## config.mk

```make
export PLATFORM = sky130hd
export DESIGN_NAME = ir_pulse_capture_flat
export DESIGN_NICKNAME = d
export VERILOG_FILES = /design/src/design/irpc_pkg.sv /design/src/design/irpc_req_if.sv /design/src/design/irpc_rsp_if.sv /design/src/design/irpc_ram.sv /design/src/design/irpc_front.sv /design/src/design/irpc_exec.sv /design/src/design/ir_pulse_capture.sv /design/src/flat_wrapper.sv
export SDC_FILE = /design/constraint.sdc
export NUM_CORES = 2
export LEC_CHECK = 0
export BUFFER_PORTS_ARGS = -buffer_cell sky130_fd_sc_hd__buf_2
export CORE_UTILIZATION = 40
export DETAILED_ROUTE_END_ITERATION = 10
export GPL_ROUTABILITY_DRIVEN = 0
export RECOVER_POWER = 100
export SLEW_MARGIN = 20
export SYNTH_ARGS = -nofsm -noshare
export SYNTH_HDL_FRONTEND = slang
export SYNTH_HIERARCHICAL = 1
export SYNTH_SLANG_ARGS = --single-unit
```

## constraint.sdc

```tcl
create_clock -name clock -period 4 [get_ports clock]
set_input_delay 0.4 -clock clock [delete_from_list [all_inputs] [get_ports clock]]
set_output_delay 0.4 -clock clock [all_outputs]
set_load 0.01 [all_outputs]
```

## src/design/irpc_pkg.sv

```systemverilog
// ----------------------------------------------------------------------------
// IR pulse capture package
// Operation and phase codes, and the command word passed from front to back.
// ----------------------------------------------------------------------------
package irpc_pkg;

   localparam logic [1:0] OP_EDGE     = 2'd0;
   localparam logic [1:0] OP_OVERFLOW = 2'd1;
   localparam logic [1:0] OP_READ     = 2'd2;
   localparam logic [1:0] OP_REARM    = 2'd3;

   localparam logic [2:0] PH_WAITING   = 3'd0;
   localparam logic [2:0] PH_MARK      = 3'd1;
   localparam logic [2:0] PH_SPACE     = 3'd2;
   localparam logic [2:0] PH_CAPTURING = 3'd3;
   localparam logic [2:0] PH_PENDING   = 3'd4;

   localparam logic [15:0] ACCUM_MAX     = 16'hFFFF;
   localparam logic [15:0] OVERFLOW_STEP = 16'd256;

   typedef enum logic [1:0] {
      CMD_EDGE,
      CMD_OVERFLOW,
      CMD_READ,
      CMD_REARM
   } cmd_kind_type;

   typedef struct packed {
      cmd_kind_type kind;
      logic [7:0]   timer_high;
      logic [6:0]   read_index;
      logic         read_in_range;
   } cmd_type;

   typedef struct packed {
      logic    valid;
      cmd_type cmd;
   } queue_head_type;

endpackage

```

## src/design/irpc_req_if.sv

```systemverilog
// ----------------------------------------------------------------------------
// IR pulse capture request channel
// Valid/ready channel carrying one event word.
// ----------------------------------------------------------------------------
interface irpc_req_if;

   logic       valid;
   logic       ready;
   logic [1:0] operation;
   logic [7:0] timer_high;
   logic [6:0] read_index;

   modport source (output valid, output operation, output timer_high,
                   output read_index, input ready);
   modport sink   (input valid, input operation, input timer_high,
                   input read_index, output ready);

endinterface

```

## src/design/irpc_rsp_if.sv

```systemverilog
// ----------------------------------------------------------------------------
// IR pulse capture response channel
// Valid/ready channel carrying one status word per event.
// ----------------------------------------------------------------------------
interface irpc_rsp_if;

   logic        valid;
   logic        ready;
   logic [2:0]  capture_phase;
   logic [15:0] leader_mark_ticks;
   logic [15:0] leader_space_ticks;
   logic [6:0]  stored_count;
   logic [7:0]  read_width;
   logic        next_edge_rising;

   modport source (output valid, output capture_phase, output leader_mark_ticks,
                   output leader_space_ticks, output stored_count,
                   output read_width, output next_edge_rising, input ready);
   modport sink   (input valid, input capture_phase, input leader_mark_ticks,
                   input leader_space_ticks, input stored_count,
                   input read_width, input next_edge_rising, output ready);

endinterface

```

## src/design/irpc_ram.sv

```systemverilog
// ----------------------------------------------------------------------------
// IR pulse capture RAM
// Generic single write port, single registered read port memory.
// ----------------------------------------------------------------------------
module irpc_ram #(
   parameter int WIDTH = 8,
   parameter int DEPTH = 127,
   parameter int AW    = (DEPTH > 1) ? $clog2(DEPTH) : 1
) (
   input  logic             clock,
   input  logic             wr_en,
   input  logic [AW-1:0]    wr_addr,
   input  logic [WIDTH-1:0] wr_data,
   input  logic             rd_en,
   input  logic [AW-1:0]    rd_addr,
   output logic [WIDTH-1:0] rd_data
);

   logic [WIDTH-1:0] mem_ff [DEPTH];
   logic [WIDTH-1:0] rd_data_ff;

   always_ff @(posedge clock) begin
      if (wr_en) begin
         mem_ff[wr_addr] <= wr_data;
      end
      if (rd_en) begin
         rd_data_ff <= mem_ff[rd_addr];
      end
   end

   assign rd_data = rd_data_ff;

endmodule

```

## src/design/irpc_front.sv

```systemverilog
// ----------------------------------------------------------------------------
// IR pulse capture front end
// Accepts event words, decodes them into commands and queues them.
// ----------------------------------------------------------------------------
module irpc_front import irpc_pkg::*; #(
   parameter int EDGE_CAPACITY = 128
) (
   input  logic           clock,
   input  logic           reset,
   irpc_req_if.sink       req_bus,
   output queue_head_type head,
   input  logic           pop
);

   localparam int STORE_DEPTH = EDGE_CAPACITY - 1;
   localparam int CW          = $clog2(EDGE_CAPACITY);
   localparam int LW          = (CW > 7) ? CW : 7;

   cmd_type    cmd;
   cmd_type    q_ff [2];
   logic       wr_ptr_ff, wr_ptr_in;
   logic       rd_ptr_ff, rd_ptr_in;
   logic [1:0] fill_ff, fill_in;
   logic       push;

   always_comb begin
      unique case (req_bus.operation)
         OP_EDGE:     cmd.kind = CMD_EDGE;
         OP_OVERFLOW: cmd.kind = CMD_OVERFLOW;
         OP_READ:     cmd.kind = CMD_READ;
         OP_REARM:    cmd.kind = CMD_REARM;
      endcase
      cmd.timer_high    = req_bus.timer_high;
      cmd.read_index    = req_bus.read_index;
      cmd.read_in_range = LW'(req_bus.read_index) < LW'(STORE_DEPTH);
   end

   assign req_bus.ready = (fill_ff != 2'd2);
   assign push          = req_bus.valid && req_bus.ready;

   always_comb begin
      wr_ptr_in = push ? ~wr_ptr_ff : wr_ptr_ff;
      rd_ptr_in = pop ? ~rd_ptr_ff : rd_ptr_ff;
      case ({push, pop})
         2'b10:   fill_in = fill_ff + 2'd1;
         2'b01:   fill_in = fill_ff - 2'd1;
         default: fill_in = fill_ff;
      endcase
   end

   always_ff @(posedge clock) begin
      if (reset) begin
         wr_ptr_ff <= 1'b0;
         rd_ptr_ff <= 1'b0;
         fill_ff   <= 2'd0;
      end else begin
         wr_ptr_ff <= wr_ptr_in;
         rd_ptr_ff <= rd_ptr_in;
         fill_ff   <= fill_in;
      end
   end

   always_ff @(posedge clock) begin
      if (push) begin
         q_ff[wr_ptr_ff] <= cmd;
      end
   end

   assign head.valid = (fill_ff != 2'd0);
   assign head.cmd   = q_ff[rd_ptr_ff];

endmodule

```

## src/design/irpc_exec.sv

```systemverilog
// ----------------------------------------------------------------------------
// IR pulse capture back end
// Runs the capture state machine, owns the edge memory, drives the response.
// ----------------------------------------------------------------------------
module irpc_exec import irpc_pkg::*; #(
   parameter int EDGE_CAPACITY = 128
) (
   input  logic           clock,
   input  logic           reset,
   input  queue_head_type head,
   output logic           pop,
   irpc_rsp_if.source     rsp_bus
);

   localparam int STORE_DEPTH = EDGE_CAPACITY - 1;
   localparam int CW          = $clog2(EDGE_CAPACITY);
   localparam int LW          = (CW > 7) ? CW : 7;
   localparam int AW          = (STORE_DEPTH > 1) ? $clog2(STORE_DEPTH) : 1;

   typedef enum logic [2:0] {
      S_WAITING   = PH_WAITING,
      S_MARK      = PH_MARK,
      S_SPACE     = PH_SPACE,
      S_CAPTURING = PH_CAPTURING,
      S_PENDING   = PH_PENDING
   } state_type;

   function automatic logic [15:0] sat_add(input logic [15:0] a, input logic [15:0] b);
      logic [16:0] s;
      s = {1'b0, a} + {1'b0, b};
      return s[16] ? ACCUM_MAX : s[15:0];
   endfunction

   state_type   phase_ff, phase_in;
   logic [15:0] mark_ff, mark_in;
   logic [15:0] space_ff, space_in;
   logic [CW-1:0] count_ff, count_in;
   logic        pol_ff, pol_in;
   logic        out_valid_ff, out_valid_in;
   logic        out_rd_ff, out_rd_in;

   logic          go;
   logic          wr_en;
   logic          rd_en;
   logic [7:0]    rd_data;
   logic [LW-1:0] count_ext;
   logic [LW-1:0] index_ext;

   assign go  = head.valid && (!out_valid_ff || rsp_bus.ready);
   assign pop = go;

   always_comb begin
      phase_in  = phase_ff;
      mark_in   = mark_ff;
      space_in  = space_ff;
      count_in  = count_ff;
      pol_in    = pol_ff;
      wr_en     = 1'b0;
      rd_en     = 1'b0;
      out_rd_in = out_rd_ff;
      if (go) begin
         out_rd_in = 1'b0;
         unique case (head.cmd.kind)
            CMD_EDGE: begin
               if (phase_ff != S_PENDING) begin
                  pol_in = ~pol_ff;
                  unique case (phase_ff)
                     S_WAITING: begin
                        mark_in  = '0;
                        space_in = '0;
                        count_in = '0;
                        phase_in = S_MARK;
                     end
                     S_MARK: begin
                        mark_in  = sat_add(mark_ff, {8'd0, head.cmd.timer_high});
                        phase_in = S_SPACE;
                     end
                     S_SPACE: begin
                        space_in = sat_add(space_ff, {8'd0, head.cmd.timer_high});
                        phase_in = S_CAPTURING;
                     end
                     S_CAPTURING: begin
                        if (count_ff < CW'(STORE_DEPTH)) begin
                           wr_en    = 1'b1;
                           count_in = count_ff + 1'b1;
                        end
                     end
                     default: begin
                     end
                  endcase
               end
            end
            CMD_OVERFLOW: begin
               if (phase_ff == S_MARK) begin
                  mark_in = sat_add(mark_ff, OVERFLOW_STEP);
               end else if (phase_ff == S_SPACE) begin
                  space_in = sat_add(space_ff, OVERFLOW_STEP);
               end else begin
                  pol_in   = 1'b0;
                  phase_in = S_PENDING;
               end
            end
            CMD_READ: begin
               rd_en     = head.cmd.read_in_range;
               out_rd_in = head.cmd.read_in_range;
            end
            CMD_REARM: begin
               if (phase_ff == S_PENDING) begin
                  phase_in = S_WAITING;
               end
            end
         endcase
      end
      if (go) begin
         out_valid_in = 1'b1;
      end else if (rsp_bus.ready) begin
         out_valid_in = 1'b0;
      end else begin
         out_valid_in = out_valid_ff;
      end
   end

   always_ff @(posedge clock) begin
      if (reset) begin
         phase_ff     <= S_WAITING;
         mark_ff      <= '0;
         space_ff     <= '0;
         count_ff     <= '0;
         pol_ff       <= 1'b0;
         out_valid_ff <= 1'b0;
         out_rd_ff    <= 1'b0;
      end else begin
         phase_ff     <= phase_in;
         mark_ff      <= mark_in;
         space_ff     <= space_in;
         count_ff     <= count_in;
         pol_ff       <= pol_in;
         out_valid_ff <= out_valid_in;
         out_rd_ff    <= out_rd_in;
      end
   end

   assign count_ext = LW'(count_ff);
   assign index_ext = LW'(head.cmd.read_index);

   irpc_ram #(
      .WIDTH (8),
      .DEPTH (STORE_DEPTH),
      .AW    (AW)
   ) u_edge_ram (
      .clock   (clock),
      .wr_en   (wr_en),
      .wr_addr (count_ff[AW-1:0]),
      .wr_data (head.cmd.timer_high),
      .rd_en   (rd_en),
      .rd_addr (index_ext[AW-1:0]),
      .rd_data (rd_data)
   );

   assign rsp_bus.valid              = out_valid_ff;
   assign rsp_bus.capture_phase      = phase_ff;
   assign rsp_bus.leader_mark_ticks  = mark_ff;
   assign rsp_bus.leader_space_ticks = space_ff;
   assign rsp_bus.stored_count       = count_ext[6:0];
   assign rsp_bus.read_width         = out_rd_ff ? rd_data : 8'd0;
   assign rsp_bus.next_edge_rising   = pol_ff;

endmodule

```

## src/design/ir_pulse_capture.sv

```systemverilog
// ----------------------------------------------------------------------------
// IR pulse capture
// Captures an infrared remote frame as leader durations and edge widths.
// ----------------------------------------------------------------------------
// Takes one event word per clock while the queue has room and returns one
// status word per event, in order. An accepted word enters a two-entry
// command queue and its status word is registered as it leaves the queue;
// with the response side ready the block sustains one event per cycle,
// bounded by the state update and the edge memory's one write and one read
// port. The edge memory holds EDGE_CAPACITY-1 widths and is not cleared
// between frames; reading an entry that was never written returns garbage.
module ir_pulse_capture import irpc_pkg::*; #(
   parameter int EDGE_CAPACITY = 128
) (
   input  logic         clock,
   input  logic         reset,
   irpc_req_if.sink     req_bus,
   irpc_rsp_if.source   rsp_bus
);

   queue_head_type head;
   logic           pop;

   irpc_front #(
      .EDGE_CAPACITY (EDGE_CAPACITY)
   ) u_front (
      .clock   (clock),
      .reset   (reset),
      .req_bus (req_bus),
      .head    (head),
      .pop     (pop)
   );

   irpc_exec #(
      .EDGE_CAPACITY (EDGE_CAPACITY)
   ) u_exec (
      .clock   (clock),
      .reset   (reset),
      .head    (head),
      .pop     (pop),
      .rsp_bus (rsp_bus)
   );

endmodule

```

## src/flat_wrapper.sv

```systemverilog
// flat-port wrapper written by rule: the top's interface ports become plain ports
module ir_pulse_capture_flat import irpc_pkg::*;
#(
   parameter int EDGE_CAPACITY = 128
)
  (clock, reset, req_bus_valid, req_bus_operation, req_bus_timer_high, req_bus_read_index, req_bus_ready, rsp_bus_valid, rsp_bus_capture_phase, rsp_bus_leader_mark_ticks, rsp_bus_leader_space_ticks, rsp_bus_stored_count, rsp_bus_read_width, rsp_bus_next_edge_rising, rsp_bus_ready);
  irpc_req_if req_bus_i ();
  irpc_rsp_if rsp_bus_i ();
  input  logic clock;
  input  logic reset;
  input wire logic [$bits(req_bus_i.valid)-1:0] req_bus_valid;
  input wire logic [$bits(req_bus_i.operation)-1:0] req_bus_operation;
  input wire logic [$bits(req_bus_i.timer_high)-1:0] req_bus_timer_high;
  input wire logic [$bits(req_bus_i.read_index)-1:0] req_bus_read_index;
  output wire logic [$bits(req_bus_i.ready)-1:0] req_bus_ready;
  output wire logic [$bits(rsp_bus_i.valid)-1:0] rsp_bus_valid;
  output wire logic [$bits(rsp_bus_i.capture_phase)-1:0] rsp_bus_capture_phase;
  output wire logic [$bits(rsp_bus_i.leader_mark_ticks)-1:0] rsp_bus_leader_mark_ticks;
  output wire logic [$bits(rsp_bus_i.leader_space_ticks)-1:0] rsp_bus_leader_space_ticks;
  output wire logic [$bits(rsp_bus_i.stored_count)-1:0] rsp_bus_stored_count;
  output wire logic [$bits(rsp_bus_i.read_width)-1:0] rsp_bus_read_width;
  output wire logic [$bits(rsp_bus_i.next_edge_rising)-1:0] rsp_bus_next_edge_rising;
  input wire logic [$bits(rsp_bus_i.ready)-1:0] rsp_bus_ready;
  assign req_bus_i.valid = req_bus_valid;
  assign req_bus_i.operation = req_bus_operation;
  assign req_bus_i.timer_high = req_bus_timer_high;
  assign req_bus_i.read_index = req_bus_read_index;
  assign req_bus_ready = req_bus_i.ready;
  assign rsp_bus_valid = rsp_bus_i.valid;
  assign rsp_bus_capture_phase = rsp_bus_i.capture_phase;
  assign rsp_bus_leader_mark_ticks = rsp_bus_i.leader_mark_ticks;
  assign rsp_bus_leader_space_ticks = rsp_bus_i.leader_space_ticks;
  assign rsp_bus_stored_count = rsp_bus_i.stored_count;
  assign rsp_bus_read_width = rsp_bus_i.read_width;
  assign rsp_bus_next_edge_rising = rsp_bus_i.next_edge_rising;
  assign rsp_bus_i.ready = rsp_bus_ready;
  ir_pulse_capture #(.EDGE_CAPACITY(EDGE_CAPACITY)) u_core (.clock(clock), .reset(reset), .req_bus(req_bus_i), .rsp_bus(rsp_bus_i));
endmodule
```

==> results.yml <==
status:
  status: "complete, but fails checks"
  failed_checks: "capacitance limit, slew limit"
sta:
  relSlewSlack_pct: -47.8
  worst_slew_pin_slew_ns: 2.22
  finalSetupViolCount: 0
  finalSetupTns_ns: 0
  fin_crit_sh_pct: 96.7
  fin_crit_ns: 3.87
  fmax_ghz: 0.259
  hold_violations: 0
  clock_skew_ns: 0.0216
  rsz0062_at_grt: "no"
  drv_slew: 198
worst_setup_path:
  crit_path_max_incr_delay_ns: 0.69
  cp_slowest_cell: "dfxtp_1"
  cp_max_fo: 11
  cp.required_ns: 4.35
  worstPathArrival_ns: 4.21
  endpoint_kind: "register"
  cp.buffers_inverters: 3
  path_cells: "mux2_1, nor2_4, nand3_4, nor3_1, buf_4, nand3_1, clkbuf_1, nor2_1, clkbuf_2"
  critical-path-top-delay-family: "simple AND/OR/NAND/NOR gates"
  cp-start-kind: "register"
  crit_type: "register to register"
routing:
  antenna_left: 0
  drt-pass1-iter-count: 5
  route.detailed.drc: 0
  viasPerCell: 5.73
  wl_per_cell_microns: 26.6
  drt-initial-drc-count: 2747
  vias: 24500
  routed_wl_mm: 114
pwr:
  p_per_area_mw_per_mm2: 634
  p_leak_uw: 0.0162
  peakVddDrop_v: 0.000416
floorplan:
  fp.dieW_microns: 337
  start_util_pct: 40.5
  die_y_microns: 337
  die_area_sq_mm: 0.114
  ioPinCount: 74
  num_rows: 122
  coreArea_sq_mm: 0.111
grt:
  grt_pass1_vias: 24700
  grt_max_degree: 88
  grt_use_total_pct: 20.2
  antenna_found_initial: 4
  grt_pass1_wl_mm: 168
  overflow: 0
layout:
  syn_to_final_growth_pct: 14.7
  nets: 2742
  drive_above_1_share_pct: 23.1
  fin_area_sq_mm: 0.0515
  diodes: 0
logic_synthesis:
  ys_types: 87
  synthArstFlopShare_pct: 0
  ys.flop_type: "edfxtp_1"
  synth-edff-count: 1060
  post_synth.cell_area_avg_sq_um: 18.8
  yosys_warnings: 6
  synth_area_sq_mm: 0.0449
  ys_seq_area_share_pct: 73.1
  ys_ff_latch: 1110
  syn-num-nets: 2435
  syn_inst: 2392
cts:
  cts_made_buffers: 112
  cts-htree-levels: 3
  postCtsSetupRepairBufs: 0
  clock_sinks: 1110
  cts_tree: "built"
  clock_path_buffers: 3
  insertion_delay_ns: 0.68
  clk_pin_slew_ns: 0.06
  cts_root_buf: "clkbuf_16"
placement:
  dp_hpwl_mm: 74.5
  dpl_cell_area_sq_mm: 0.0483
  io_buffer_count: 73
flow_run:
  drv_cap: 3
min_path:
  min_path_type: "input pin to register"
==> layout make-up <==
class,instances,area [sq um]
timing repair buffer,314,1840
sequential,1110,32800
clock inverter,73,614
clock buffer,128,2980
inverter,11,41.3
fill,9398,59500
multi-input combinational,1150,11300
tap,1488,1860
==> metrics by stage <==
step / utilization (%) / worst slack (ns) / hold slack, ns / std cells / power (uW)
3_3_place_gp: 43.6 / 0.292 / 0.480 / 4056 / 22500
2_1_floorplan: - / 0.518 / 0.461 / 2392 / 19600
4_1_cts: 47.0 / 0.0913 / 0.0226 / 4274 / 32900
6_report: 46.4 / 0.132 / 0.0697 / 4274 / 32700
3_5_place_dp: 43.6 / 0.121 / 0.501 / 4056 / 22700
5_1_grt: 46.4 / 0.0203 / 0.0576 / 4274 / 33700
==> layout by cell type, fill, tap and decap left out, types with 34 or more instances in the layout <==
master     instances
a211oi_1          36
dfxtp_1           50
a21oi_1           52
mux2i_1           37
mux4_2           235
a22oi_1           39
nand2_1           64
edfxtp_1        1060
buf_4             59
nand3_1           34
o21ai_0           48
clkbuf_16        117
nor2b_1           34
clkbuf_2          65
mux2_2            37
clkbuf_1         141
nor2_1           199
==> registers in the layout, indices dropped and copies added, names as in the netlist, named ones only <==
name,count
u_core/u_exec/u_edge_ram/rd_data,8
u_core/u_exec/rsp_bus.capture_phase,3
u_core/u_exec/rsp_bus.leader_space_ticks,16
u_core/u_exec/u_edge_ram/mem_ff,1016
u_core/u_exec/out_rd_ff,1
u_core/u_exec/rsp_bus.leader_mark_ticks,16
u_core/u_exec/rsp_bus.stored_count,7
u_core/u_front/wr_ptr_ff,1
u_core/u_front/rd_ptr_ff,1
u_core/u_front/q_ff,36
u_core/u_front/fill_ff,2
u_core/u_exec/rsp_bus.valid,1
u_core/u_exec/rsp_bus.next_edge_rising,1
==> worst min-delay path: cells and delay by family <==
family	cells	cell delay (ns)
AOI/OAI and AO/OA	2	0.19
buffers and inverters	1	0.11
==> synth_stat cells (all sizes together) (11+ instances only) <==
cell type / instances / area [sq um]
nand2: 64 / 240
mux2: 50 / 563
buf: 74 / 532
o21ai: 53 / 265
and3: 14 / 87.6
ha: 20 / 250
nand4: 11 / 68.8
a211oi: 46 / 415
dfxtp: 50 / 1000
o22ai: 30 / 188
xnor2: 11 / 96.3
a22oi: 39 / 293
and2: 13 / 81.3
nor4: 26 / 211
clkbuf: 47 / 176
nand2b: 16 / 103
nand3: 36 / 198
mux4: 238 / 5370
nor2: 202 / 783
edfxtp: 1060 / 31800
nor2b: 34 / 213
nor3: 26 / 135
o211ai: 17 / 138
xor2: 15 / 131
mux2i: 37 / 370
a21oi: 54 / 278
inv: 11 / 41.3
==> power breakdown <==
| part | internal, uW | total [uW] | switching, uW |
|---|---|---|---|
| sequential | 14000 | 14100 | 122 |
| combinational | 2970 | 8240 | 5270 |
| clock | 5940 | 10300 | 4330 |
==> kinds of logic (layout without fill, tap and decap cells) <==
kind of cell,count (synthesis),count (layout),share of synthesized area [%]
simple gates,476,476,5.37
compound gates,301,301,4.66
buf+inv,132,526,1.67
flops,1110,1110,73.1
xor+xnor,26,26,0.507
mux,325,325,14.0
fa+ha+maj,22,22,0.646
==> routing by layer <==
metal	up-vias	wire (microns)	track usage, %
met1	12900	48400	28.8
li1	10400	-	-
met2	1051	54200	32.2
met4	0	2750	5.30
met3	168	8280	3.13
met5	-	0	0
==> timing repair <==
| action | CTS | global route |
|---|---|---|
| endpoints found under the hold margin | 34 | 0 |
| setup endpoints to repair | 0 | 1 |
| gates resized for setup | 0 | 1 |
| hold buffers | 17 | 0 |
==> worst paths after layout <==
path                                                        startpoint                                               end  slack (ns)  depth (start not counted)
worst max register to register                                register  u_core/u_exec/u_edge_ram/mem_ff[51][7]$_DFFE_PP_        0.13                          9
worst min-delay path                                     req_bus_valid             u_core/u_front/wr_ptr_ff$_SDFFE_PP0P_        0.07                          3
worst max-delay path                                          register  u_core/u_exec/u_edge_ram/mem_ff[51][7]$_DFFE_PP_        0.13                          9
worst min register to register  u_core/u_front/fill_ff[1]$_SDFFE_PP0P_            u_core/u_front/fill_ff[1]$_SDFFE_PP0P_        0.51                          2
No activity file was read; power rests on OpenSTA's default activity.
